## config.mk

```make
export PLATFORM = sky130hd
export DESIGN_NAME = saanh_front_flat
export DESIGN_NICKNAME = d
export VERILOG_FILES = /design/src/sv/saanh_pkg.sv /design/src/sv/saanh_if.sv /design/src/sv/saanh_front.sv /design/src/flat_wrapper.sv
export SDC_FILE = /design/constraint.sdc
export NUM_CORES = 1
export LEC_CHECK = 0
export BUFFER_PORTS_ARGS = -buffer_cell sky130_fd_sc_hd__buf_2
export CAP_MARGIN = 20
export CORE_MARGIN = 10
export CORE_UTILIZATION = 23
export DETAILED_ROUTE_END_ITERATION = 10
export PLACE_DENSITY = 0.4
export RECOVER_POWER = 100
export SYNTH_ARGS = -nofsm -noshare
export SYNTH_HDL_FRONTEND = slang
export SYNTH_SLANG_ARGS = --single-unit
```

## constraint.sdc

```tcl
create_clock -name clk -period 15.3 [get_ports clk]
set_input_delay 1.53 -clock clk [delete_from_list [all_inputs] [get_ports clk]]
set_output_delay 1.53 -clock clk [all_outputs]
set_load 0.02 [all_outputs]
```

## src/sv/saanh_pkg.sv

```systemverilog
// Shared types and constants of the segment versus box nearest-hit block.
`default_nettype none
package saanh_pkg;

    localparam int T_FRAC_BITS = 16;
    localparam int TAG_BITS    = 16;

    localparam int COORD_W = 32;
    localparam int NUM_W   = COORD_W + 1;
    localparam int QMAG_W  = T_FRAC_BITS + 2;
    localparam int Q_W     = QMAG_W + 1;
    localparam int NT_W    = T_FRAC_BITS + 2;
    localparam int CNT_W   = $clog2(QMAG_W + 1);

    localparam int QDEPTH  = 2;
    localparam int QPTR_W  = 1;
    localparam int QCNT_W  = 2;

    localparam int CFG_IDX_W = 3;
    localparam logic [CFG_IDX_W-1:0] REG_START_X = 3'd0;
    localparam logic [CFG_IDX_W-1:0] REG_START_Y = 3'd1;
    localparam logic [CFG_IDX_W-1:0] REG_END_X   = 3'd2;
    localparam logic [CFG_IDX_W-1:0] REG_END_Y   = 3'd3;
    localparam logic [CFG_IDX_W-1:0] REG_MASK    = 3'd4;

    localparam logic [QMAG_W-1:0] SAT_MAG = QMAG_W'(2) << T_FRAC_BITS;
    localparam logic signed [Q_W-1:0] T_ONE_Q = Q_W'(1) << T_FRAC_BITS;
    localparam logic [NT_W-1:0] T_SAT_NT = NT_W'(2) << T_FRAC_BITS;

    typedef struct packed {
        logic signed [COORD_W-1:0] start_x;
        logic signed [COORD_W-1:0] start_y;
        logic signed [COORD_W-1:0] end_x;
        logic signed [COORD_W-1:0] end_y;
        logic [COORD_W-1:0]        mask;
    } cfg_t;

    typedef struct packed {
        logic                      skip;
        logic                      last;
        logic [TAG_BITS-1:0]       tag;
        logic signed [NUM_W-1:0]   nlx;
        logic signed [NUM_W-1:0]   nhx;
        logic signed [NUM_W-1:0]   nly;
        logic signed [NUM_W-1:0]   nhy;
    } q_entry_t;

endpackage
`default_nettype wire

```

## src/sv/saanh_if.sv

```systemverilog
// Request channel interfaces for boxes in and hit results out.
`default_nettype none
interface box_if;
    logic        valid;
    logic        ready;
    logic        box_active;
    logic [31:0] box_layer;
    logic signed [31:0] box_left;
    logic signed [31:0] box_right;
    logic signed [31:0] box_top;
    logic signed [31:0] box_bottom;
    logic [15:0] box_tag;
    logic        last_box;

    modport source (output valid, box_active, box_layer, box_left, box_right, box_top,
                    box_bottom, box_tag, last_box, input ready);
    modport sink (input valid, box_active, box_layer, box_left, box_right, box_top,
                  box_bottom, box_tag, last_box, output ready);
endinterface

`default_nettype wire

```

## src/sv/saanh_front.sv

```systemverilog
// Front end: accepts boxes, classifies them and queues the slab numerators.
`default_nettype none
module saanh_front
    import saanh_pkg::*;
(
    input  wire logic clk,
    input  wire logic rst_n,
    input  wire cfg_t cfg,
    box_if.sink       box,
    output q_entry_t  head,
    output logic      head_valid,
    input  wire logic pop
);

    q_entry_t mem_reg [QDEPTH];
    logic [QPTR_W-1:0] wr_ptr_reg, rd_ptr_reg;
    logic [QCNT_W-1:0] count_reg;
    logic push;
    q_entry_t ent;

    assign box.ready  = count_reg < QCNT_W'(QDEPTH);
    assign push       = box.valid && box.ready;
    assign head       = mem_reg[rd_ptr_reg];
    assign head_valid = count_reg != '0;

    always_comb
    begin
        ent.skip = !box.box_active || ((box.box_layer & cfg.mask) == '0);
        ent.last = box.last_box;
        ent.tag  = TAG_BITS'(box.box_tag);
        // Numerators are bound minus start, exact in one extra bit.
        ent.nlx = {box.box_left[31], box.box_left} - {cfg.start_x[31], cfg.start_x};
        ent.nhx = {box.box_right[31], box.box_right} - {cfg.start_x[31], cfg.start_x};
        ent.nly = {box.box_top[31], box.box_top} - {cfg.start_y[31], cfg.start_y};
        ent.nhy = {box.box_bottom[31], box.box_bottom} - {cfg.start_y[31], cfg.start_y};
    end

    always_ff @(posedge clk)
    begin
        if (push)
        begin
            mem_reg[wr_ptr_reg] <= ent;
        end
    end

    always_ff @(posedge clk or negedge rst_n)
    begin
        if (!rst_n)
        begin
            wr_ptr_reg <= '0;
            rd_ptr_reg <= '0;
            count_reg  <= '0;
        end
        else
        begin
            if (push)
            begin
                wr_ptr_reg <= wr_ptr_reg + 1'b1;
            end
            if (pop)
            begin
                rd_ptr_reg <= rd_ptr_reg + 1'b1;
            end
            count_reg <= count_reg + QCNT_W'(push) - QCNT_W'(pop);
        end
    end

    assert property (@(posedge clk) disable iff (!rst_n) count_reg <= QCNT_W'(QDEPTH))
        else $error("box queue overfilled");
    assert property (@(posedge clk) disable iff (!rst_n) pop |-> head_valid)
        else $error("pop from empty box queue");

endmodule
`default_nettype wire

```

## src/flat_wrapper.sv

```systemverilog
// flat-port wrapper written by rule: the top's interface ports become plain ports
module saanh_front_flat import saanh_pkg::*;
  (clk, rst_n, cfg, head, head_valid, pop, box_valid, box_box_active, box_box_layer, box_box_left, box_box_right, box_box_top, box_box_bottom, box_box_tag, box_last_box, box_ready);
  box_if box_i ();
  input  wire logic clk;
  input  wire logic rst_n;
  input  wire cfg_t cfg;
  output q_entry_t head;
  output logic head_valid;
  input  wire logic pop;
  input wire logic [$bits(box_i.valid)-1:0] box_valid;
  input wire logic [$bits(box_i.box_active)-1:0] box_box_active;
  input wire logic [$bits(box_i.box_layer)-1:0] box_box_layer;
  input wire logic [$bits(box_i.box_left)-1:0] box_box_left;
  input wire logic [$bits(box_i.box_right)-1:0] box_box_right;
  input wire logic [$bits(box_i.box_top)-1:0] box_box_top;
  input wire logic [$bits(box_i.box_bottom)-1:0] box_box_bottom;
  input wire logic [$bits(box_i.box_tag)-1:0] box_box_tag;
  input wire logic [$bits(box_i.last_box)-1:0] box_last_box;
  output wire logic [$bits(box_i.ready)-1:0] box_ready;
  assign box_i.valid = box_valid;
  assign box_i.box_active = box_box_active;
  assign box_i.box_layer = box_box_layer;
  assign box_i.box_left = box_box_left;
  assign box_i.box_right = box_box_right;
  assign box_i.box_top = box_box_top;
  assign box_i.box_bottom = box_box_bottom;
  assign box_i.box_tag = box_box_tag;
  assign box_i.last_box = box_last_box;
  assign box_ready = box_i.ready;
  saanh_front u_core (.clk(clk), .rst_n(rst_n), .cfg(cfg), .box(box_i), .head(head), .head_valid(head_valid), .pop(pop));
endmodule
```

==> results of run 1 <==
## layer usage
metal / vias up / part of all wire / track usage
met4: 2 / 0.019 / 0.0319
li1: 6423 / - / -
met2: 268 / 0.50 / 0.230
met5: - / 0.00021 / 0
met1: 6416 / 0.43 / 0.162
met3: 66 / 0.045 / 0.0286
## layout make-up
cell class / instances / area, um2 / area share
multi-input combinational: 1027 / 7990 / 0.361
sequential: 304 / 9110 / 0.411
tap: 1030 / 1290 / 0.0581
antenna: 4 / 10.0 / 0.000452
clock inverter: 23 / 317 / 0.0143
clock buffer: 49 / 1060 / 0.0476
timing repair buffer: 436 / 2020 / 0.0910
inverter: 100 / 375 / 0.0169
## metrics by stage
| stage | total power [mW] | setup WS [ps] | util | instance area, um2 | hold WS [ps] |
|---|---|---|---|---|---|
| 2_1_floorplan | 2.06 | 6230 | - | 17700 | 455 |
| 3_3_place_gp | 2.51 | 10480 | 0.277 | 21100 | 496 |
| 3_5_place_dp | 2.52 | 10440 | 0.277 | 21100 | 511 |
| 4_1_cts | 3.54 | 10500 | 0.295 | 22500 | 519 |
| 5_1_grt | 3.64 | 6430 | 0.291 | 22200 | 549 |
| 6_report | 3.43 | 7200 | 0.291 | 22200 | 505 |
## cell usage in the layout (no fill, tap or decap), types with 22 or more instances in the layout
cell type / n
xor2_1: 36
nand2_1: 72
nor2_1: 63
ha_1: 130
edfxtp_1: 300
mux2_2: 114
nand2b_1: 22
nand3_1: 31
clkbuf_16: 41
o21ai_0: 61
a21oi_1: 115
clkbuf_1: 140
xnor2_1: 74
a21o_1: 54
inv_1: 100
mux2_1: 37
buf_2: 304
## critical path, cell delays in order (launching register included)
cell      delay (ps)
dfrtp_1         2120
clkbuf_1        2840
mux2_2           570
clkbuf_1         410
## worst paths after layout
path                                               start                               end  cells after the start
min reg2reg                u_core.wr_ptr_reg$_DFFE_PN0P_     u_core.wr_ptr_reg$_DFFE_PN0P_                      1
max in group asynchronous                          rst_n     u_core.wr_ptr_reg$_DFFE_PN0P_                      1
min                        u_core.wr_ptr_reg$_DFFE_PN0P_     u_core.wr_ptr_reg$_DFFE_PN0P_                      1
max reg2reg                u_core.count_reg[1]$_DFF_PN0_  u_core.mem_reg[1][105]$_DFFE_PP_                      3
min in group asynchronous                          rst_n     u_core.count_reg[0]$_DFF_PN0_                      1
max                        u_core.rd_ptr_reg$_DFFE_PN0P_                         head[110]                      3
## power by group through the flow
stage	Sequential, mW	Combinational, mW	Clock (mW)
finish	1.22	1.22	0.988
global route	1.25	1.33	1.06
CTS	1.22	1.29	1.03
detailed placement	1.23	1.29	0
global placement	1.23	1.29	0
floorplan	1.22	0.839	0
## logic make-up (layout without fill, tap and decap cells)
logic type | Yosys count | in the layout | share of synthesized area
AND/OR/NAND/NOR | 272 | 272 | 0.0758
multiplexers | 151 | 151 | 0.0961
AO/OA/AOI/OAI | 360 | 360 | 0.135
adder cells (fa/ha/maj) | 134 | 134 | 0.0965
flip-flops | 304 | 304 | 0.515
other | 0 | 4 | 0
XOR/XNOR | 110 | 110 | 0.0545
buffers and inverters | 127 | 608 | 0.0269
==> metrics, run 1 <==
CP Data Arrival Time 6570 ps; Layout Area Growth over Synthesis 25.3%; number of hold-repair buffers added at the cts stage 0; height of the chip 297 um; Logic pwr share 0.355; power density cells 155 mW/mm2; via count of the first global-routing pass 13800; top cells by area in the synthesized netlist edfxtp_1 51%, mux2_2 9.6%, ha_1 9.2%, xnor2_1 3.7%, a21oi_1 3.2%; global placer's final weighted congestion 0.847; Critical Path Source Type flop; final worst-path cycle share 0.530; Via Count 13200; largest buffer count on any clock path 3; total routed wirelength 60600 um; leak pwr slightly below 9 nW; DP HPWL 47900 um; H-tree lvl count 2; part of the Yosys area used for sequential elements 0.515; leading register cell type out of synthesis edfxtp_1; mean instance size in the synthesized netlist 12.1 um2; instance count after placement with tap cells included 2897; initial antenna violation count 14; First DRT Iteration DRCs between 600 and 700; top post-synthesis cells by count 300 x edfxtp_1, 151 x mux2_2, 130 x ha_1, 114 x a21oi_1, 100 x inv_1; violations in the final reports capacitance limit, slew limit; Largest register FFs 300; post-detailed-route DRC marker count 0; Final Hold Violating Endpoints 0; number of filler instances in the final layout between 8000 and 9000; Crit Path Class reg2out; most common cell in the netlist edfxtp_1; leading area contributor after synthesis edfxtp_1; setup TNS 0 ps; total core area 0.0761 mm2; global-route wire length before repair 88900 um; IR Drop Worst-Case VDD between 0.06 and 0.07 mV; worst reg2reg setup slack 8150 ps; number of vias per cell after detailed routing about 4.4; horizontal die dimension 297 um; crit-path max FO 59; Initial Utilization 0.233; area of the mapped netlist 0.0177 mm2; Post-synth EDFFs 300; share of total power in sequential cells 0.357; share of post-route cells with drive strength above 1 0.248; root buffer selected by CTS clkbuf_16; async set-reset flop share out of synthesis 0.0132; number of endpoints failing setup at the final stage 0; post-synth cell types 81; routed wirelength normalized by instance count 20.4 um; Syn Inst Count 1458; Max Slew Vio Count 460; Post-DRT Antenna Nets 0; count of cells resized by post-cts repair 0; clock transition at the registers of the reported paths 60 ps; count of boundary I/O pins 494; setup fix buffers added after clock tree synthesis 0; grt total ovfl 0; switching share of power 0.354; standard-cell rows 101; power dissipated by switching net loads 1.21 mW; count of buffers from port buffering ~430; warning count from the yosys run 0; result of the run finished, violations left; Final nets 2385; net count after synthesis around 1900; clk sink count 304; Max-Slew Margin vs Limit -2.03; count of state elements after synthesis 304; skew final 18.0 ps; setup repair after global routing missed its margin false; maximum number of pins on one net before global-route repair 60; minimum period implied by the final worst setup slack between 8000 and 9000 ps; clock latency at the later pin of the worst-skew pair 560 ps; number of standard cells in the layout, taps in and fillers out 2973; CP Data Required Time 13770 ps; nature of the critical path endpoint primary output; area share of the largest cell type after synthesis 0.509; GRT Resource Usage Total 0.131; Tightest Pin Transition 4550 ps; Num CTS Buffers 40; FMAX between 100 and 150 MHz; die footprint 0.0884 mm2; TritonCTS clock tree done; share of power burned in the clock network 0.288; Cell Int Power 2.22 mW; number of max-capacitance violations reported 9; number of iterations in the first detailed-routing pass 5; hold crit path type reg2reg
(Power assumes the default switching activity.)
==> run 2, diff against run 1 <==
Settings changed: PLACE_DENSITY 0.4 to 0.41.
Clock period 15.3 ns to 6.8 ns, I/O delays scaled along.
==> metrics, run 2 (same netlist as run 1, synthesis figures left out) <==
result of the run finished, violations left; violations in the final reports capacitance limit, slew limit; commonest cells after routing, fill and taps aside 300 x edfxtp_1, 293 x buf_2, 143 x clkbuf_1, 130 x ha_1, 123 x mux2_2; Max Slew Vio Count 191 (-58%); Largest register FFs 300 (unchanged); global-route wire length before repair 88000 um (-1.0%); via count of the first global-routing pass 13500 (-2.4%); worst setup margin 1910 ps (-5280 ps); Final Hold Violating Endpoints 0 (unchanged); Crit Path Class reg2out; CP Data Required Time 6120 ps (-7650 ps); final std cell area, no fill 0.0221 mm2 (-0.49%); clock transition at the registers of the reported paths 60 ps (about the same); share of post-route cells with drive strength above 1 0.247 (-0.000649); FMAX 205 MHz; setup TNS 0 ps (unchanged); standard-cell rows 101 (unchanged); power density cells 340 mW/mm2 (+120%); skew final 10.1 ps (-7.93 ps); number of vias per cell after detailed routing 4.50 (+1.6%); die footprint 0.0884 mm2 (unchanged); setup repair after global routing missed its margin false; initial antenna violation count 7 (-7); minimum period implied by the final worst setup slack 4890 ps; Critical Path Source Type flop; total core area 0.0761 mm2 (unchanged); worst reg2reg setup slack 2180 ps (-5970 ps); count of boundary I/O pins 494 (unchanged); Tightest Pin Transition 2980 ps (-1560 ps); horizontal die dimension 297 um (unchanged); final standard cell utilization of the core 0.290 (-0.00141); Initial Utilization 0.233 (unchanged); total routed wirelength 60500 um (-0.15%); Post-DRT Antenna Nets 0 (unchanged); Num CTS Buffers 40 (unchanged); post-detailed-route DRC marker count 0 (unchanged); worst setup timing slack at the placement stage 2690 ps (-7750 ps); setup fix buffers added after clock tree synthesis 0 (unchanged); hold crit path type in2reg; GRT Resource Usage Total 0.130 (-0.00128); DP HPWL 47000 um (-1.7%); grt total ovfl 0 (unchanged); number of iterations in the first detailed-routing pass 5 (unchanged); number of endpoints failing setup at the final stage 0 (unchanged); Layout Area Growth over Synthesis 24.7%; CP Data Arrival Time 4210 ps (-2360 ps); final worst-path cycle share 0.718; TritonCTS clock tree done; root buffer selected by CTS clkbuf_16; count of buffers from port buffering 429 (unchanged); routed wirelength normalized by instance count 20.4 um (about the same); Final nets 2383 (-0.084%); leak pwr 8.79 nW (-0.78%); Max-Slew Margin vs Limit -0.989 (+1.04); height of the chip 297 um (unchanged); global placer's final weighted congestion 0.898 (+6.0%); maximum number of pins on one net before global-route repair 129 (+110%); nature of the critical path endpoint primary output; H-tree lvl count 2 (unchanged); First DRT Iteration DRCs 837 (+31%); clock latency at the later pin of the worst-skew pair 560 ps (about the same); leading cell type in the layout, fill and taps excluded edfxtp_1; crit-path max FO 91 (+54%); largest buffer count on any clock path 3 (unchanged); clk sink count 304 (unchanged); IR Drop Worst-Case VDD 0.228 mV (+230%); number of max-capacitance violations reported 4 (-5); Via Count 13400 (+1.4%); placed inst area 0.0211 mm2 (about the same)
[run 2: cell types whose count changed in the layout (fill, tap and decap cells not counted), sizes merged]
cell / before / now
buf: 304 / 296
bufinv: 8 / 2
inv: 102 / 100
clkinvlp: 1 / 0
dlygate4sd3: 0 / 1
clkbuf: 181 / 189
clkinv: 12 / 17
diode: 4 / 3
[run 2: power breakdown]
part	switching (mW)	internal, mW
Clock	0.809	1.21
Combinational	1.78	0.956
Sequential	0.150	2.59
Total	2.73	4.75
[run 2: final cells by class]
type / instances / area (um2)
Clock buffer: 52 / 1110
Tap cell: 1030 / 1290
Fill cell: 8103 / 54000
Multi-Input combinational cell: 1027 / 8000
Antenna cell: 3 / 7.51
Inverter: 100 / 375
Timing Repair Buffer: 434 / 2040
Sequential cell: 304 / 9110
Clock inverter: 19 / 134
[run 2: path summary, 6_finish.rpt]
kind | cells past startpoint | startpoint | end
worst max-delay path | 3 | u_core.rd_ptr_reg$_DFFE_PN0P_ | head[79]
worst min-delay path | 1 | box_box_tag[13] | u_core.mem_reg[1][145]$_DFFE_PP_
worst max register to register | 3 | u_core.count_reg[1]$_DFF_PN0_ | u_core.mem_reg[1][136]$_DFFE_PP_
worst min register to register | 1 | u_core.wr_ptr_reg$_DFFE_PN0P_ | u_core.wr_ptr_reg$_DFFE_PN0P_
max in group asynchronous | 2 | rst_n | u_core.count_reg[0]$_DFF_PN0_
min in group asynchronous | 2 | rst_n | u_core.count_reg[1]$_DFF_PN0_
[run 2: what timing repair did]
item,CTS,global route
endpoints found under the setup margin,0,0
resized for setup,0,0
hold buffers,1,0
hold endpoints to repair,4,0
[run 2: per-stage QoR]
stage / std cells / total power [mW] / hold slack [ps]
6_report: 2969 / 7.49 / 314
5_1_grt: 2968 / 7.93 / 283
4_1_cts: 2966 / 7.76 / 268
3_5_place_dp: 2894 / 5.68 / 490
3_3_place_gp: 2894 / 5.65 / 489
2_1_floorplan: 1458 / 4.60 / 384
[run 2: worst max-delay path: stages (launching register included)]
cell,delay (ps)
dfrtp_1,2360
buf_12,490
mux2_1,480
buf_2,200
[run 2: layer usage]
metal | wire, um | part of all wire | track usage | vias up
li1 | - | - | - | 6401
met1 | 26400 | 0.44 | 0.163 | 6594
met2 | 30000 | 0.50 | 0.223 | 293
met3 | 2900 | 0.048 | 0.0277 | 72
met4 | 1240 | 0.020 | 0.0340 | 2
met5 | 7 | 0.00012 | 0 | -
==> run 3, diff against run 2 <==
Settings changed: PLACE_DENSITY 0.41 to 0.4.
Clock period 6.8 ns to 4.8 ns, I/O delays scaled along.
==> metrics, run 3 (same netlist as run 1, synthesis figures left out) <==
result of the run finished, violations left; violations in the final reports capacitance limit, slew limit; post-layout total power 10.9 mW (+46%); die footprint 0.0884 mm2 (unchanged); Crit Path Class reg2out; count of cells resized by post-cts repair 0 (unchanged); standard-cell rows 101 (unchanged); DP HPWL 46900 um (-0.22%); share of power burned in the clock network 0.295 (+0.025); initial antenna violation count 9 (+2); number of vias per cell after detailed routing 4.47 (-0.74%); clock latency at the later pin of the worst-skew pair 550 ps (about the same); routed wirelength normalized by instance count 20.0 um (-1.9%); crit-path max FO 32 (-65%); grt total ovfl 0 (unchanged); commonest cells after routing, fill and taps aside 306 x buf_2, 300 x edfxtp_1, 138 x clkbuf_1, 130 x ha_1, 116 x mux2_2; Layout Area Growth over Synthesis 25.9%; Cell Int Power 7.07 mW (+49%); number of endpoints failing setup at the final stage 0 (unchanged); leading cell type in the layout, fill and taps excluded buf_2; power dissipated by switching net loads 3.88 mW (+42%); largest buffer count on any clock path 3 (unchanged); Via Count 13300 (-0.37%); power density cells 491 mW/mm2 (+45%); Critical Path Source Type flop; setup TNS 0 ps (unchanged); number of max-capacitance violations reported 4 (unchanged); number of iterations in the first detailed-routing pass 5 (unchanged); final std cell area, no fill 0.0223 mm2 (+1.0%); global placer's final weighted congestion 0.885 (-1.5%); horizontal die dimension 297 um (unchanged); CP Data Arrival Time 3230 ps (-980 ps); Hold Path Stages 1 (unchanged); minimum period implied by the final worst setup slack around 3700 ps; setup repair after global routing missed its margin false; Final nets 2390 (+0.29%); total routed wirelength 59500 um (-1.6%); Final Hold Violating Endpoints 0 (unchanged); count of buffers from port buffering 429 (unchanged); count of boundary I/O pins 494 (unchanged); post-detailed-route DRC marker count 0 (unchanged); H-tree lvl count 2 (unchanged); clock transition at the registers of the reported paths 60 ps (about the same); via count of the first global-routing pass 13600 (+0.98%); Initial Utilization 0.233 (unchanged); Max-Slew Margin vs Limit -0.432 (+0.557); placed inst area 0.0212 mm2 (+0.21%); Post-DRT Antenna Nets 0 (unchanged); CP Data Required Time 4320 ps (-1800 ps); maximum number of pins on one net before global-route repair 119 (-7.8%); Max Slew Vio Count 278 (+46%); number of filler instances in the final layout 8067 (-0.44%); share of total power in sequential cells 0.350 (-0.015); hold crit path type in2reg; clk sink count 304 (unchanged); skew final 14.0 ps (+3.91 ps); Worst Reg2Reg Path Length in Cells 3 (unchanged); final standard cell utilization of the core 0.293 (+0.00294); setup fix buffers added after clock tree synthesis 0 (unchanged); nature of the critical path endpoint primary output; TritonCTS clock tree done; height of the chip 297 um (unchanged); IR Drop Worst-Case VDD 0.248 mV (+8.5%); Tightest Pin Transition 2150 ps (-835 ps); First DRT Iteration DRCs 752 (-10%); global-route wire length before repair 86600 um (-1.6%); Largest register FFs 300 (unchanged); FMAX 269 MHz; switching share of power 0.354 (-0.0108); final worst-path cycle share 0.774; Num CTS Buffers 41 (+2.5%); Logic pwr share 0.355 (-0.010); GRT Resource Usage Total 0.128 (-0.00205); leak pwr 8.92 nW (+1.5%); total core area 0.0761 mm2 (unchanged); root buffer selected by CTS clkbuf_16; share of post-route cells with drive strength above 1 0.255 (+0.00760)
run 3: cell type report:
cell class,count,area (um2),share of cell area
Sequential cell,304,9110,0.409
Multi-Input combinational cell,1027,8000,0.359
Timing Repair Buffer,440,2070,0.0931
Tap cell,1030,1290,0.0578
Clock buffer,54,1120,0.0501
Inverter,100,375,0.0168
Clock inverter,20,305,0.0137
Antenna cell,5,12.5,0.000562
run 3: final timing paths:
kind | from | to | slack [ps]
min | box_box_tag[6] | u_core.mem_reg[1][138]$_DFFE_PP_ | 110
max reg2reg | u_core.count_reg[1]$_DFF_PN0_ | u_core.mem_reg[1][135]$_DFFE_PP_ | 1100
min reg2reg | u_core.wr_ptr_reg$_DFFE_PN0P_ | u_core.wr_ptr_reg$_DFFE_PN0P_ | 490
min in group asynchronous | rst_n | u_core.wr_ptr_reg$_DFFE_PN0P_ | 310
max | u_core.rd_ptr_reg$_DFFE_PN0P_ | head[112] | 1090
max in group asynchronous | rst_n | u_core.count_reg[1]$_DFF_PN0_ | 4310
run 3: timing repair:
item,CTS,global route
endpoints found under the setup margin,0,0
endpoints found under the hold margin,4,0
hold buffers,1,0
run 3: stage by stage:
stage	hold slack [ps]	worst slack (ps)	instances
floorplan	184	63.7	1458
detailed placement	290	1000	2900
CTS	61.0	1600	2975
global route	73.9	728	2980
global placement	289	1040	2900
finish	112	1090	2980
run 3: critical path, stage by stage (launching register included):
cell,delay [ps]
dfrtp_1,1380
buf_4,600
mux2_1,470
buf_2,200
run 3: power by group through the flow:
stage / combinational (mW) / sequential (mW) / clock [mW]
finish: 3.88 / 3.83 / 3.23
global route: 4.24 / 3.89 / 3.46
CTS: 4.21 / 3.82 / 3.35
detailed placement: 4.18 / 3.87 / 0
global placement: 4.17 / 3.86 / 0
floorplan: 2.68 / 3.83 / 0
run 3: metal layers:
layer / GRT usage / share of wire / vias up
met5: 0 / 0 / -
met4: 0.0488 / 0.029 / 0
met3: 0.0225 / 0.045 / 92
met2: 0.222 / 0.50 / 313
met1: 0.156 / 0.42 / 6479
li1: - / - / 6428
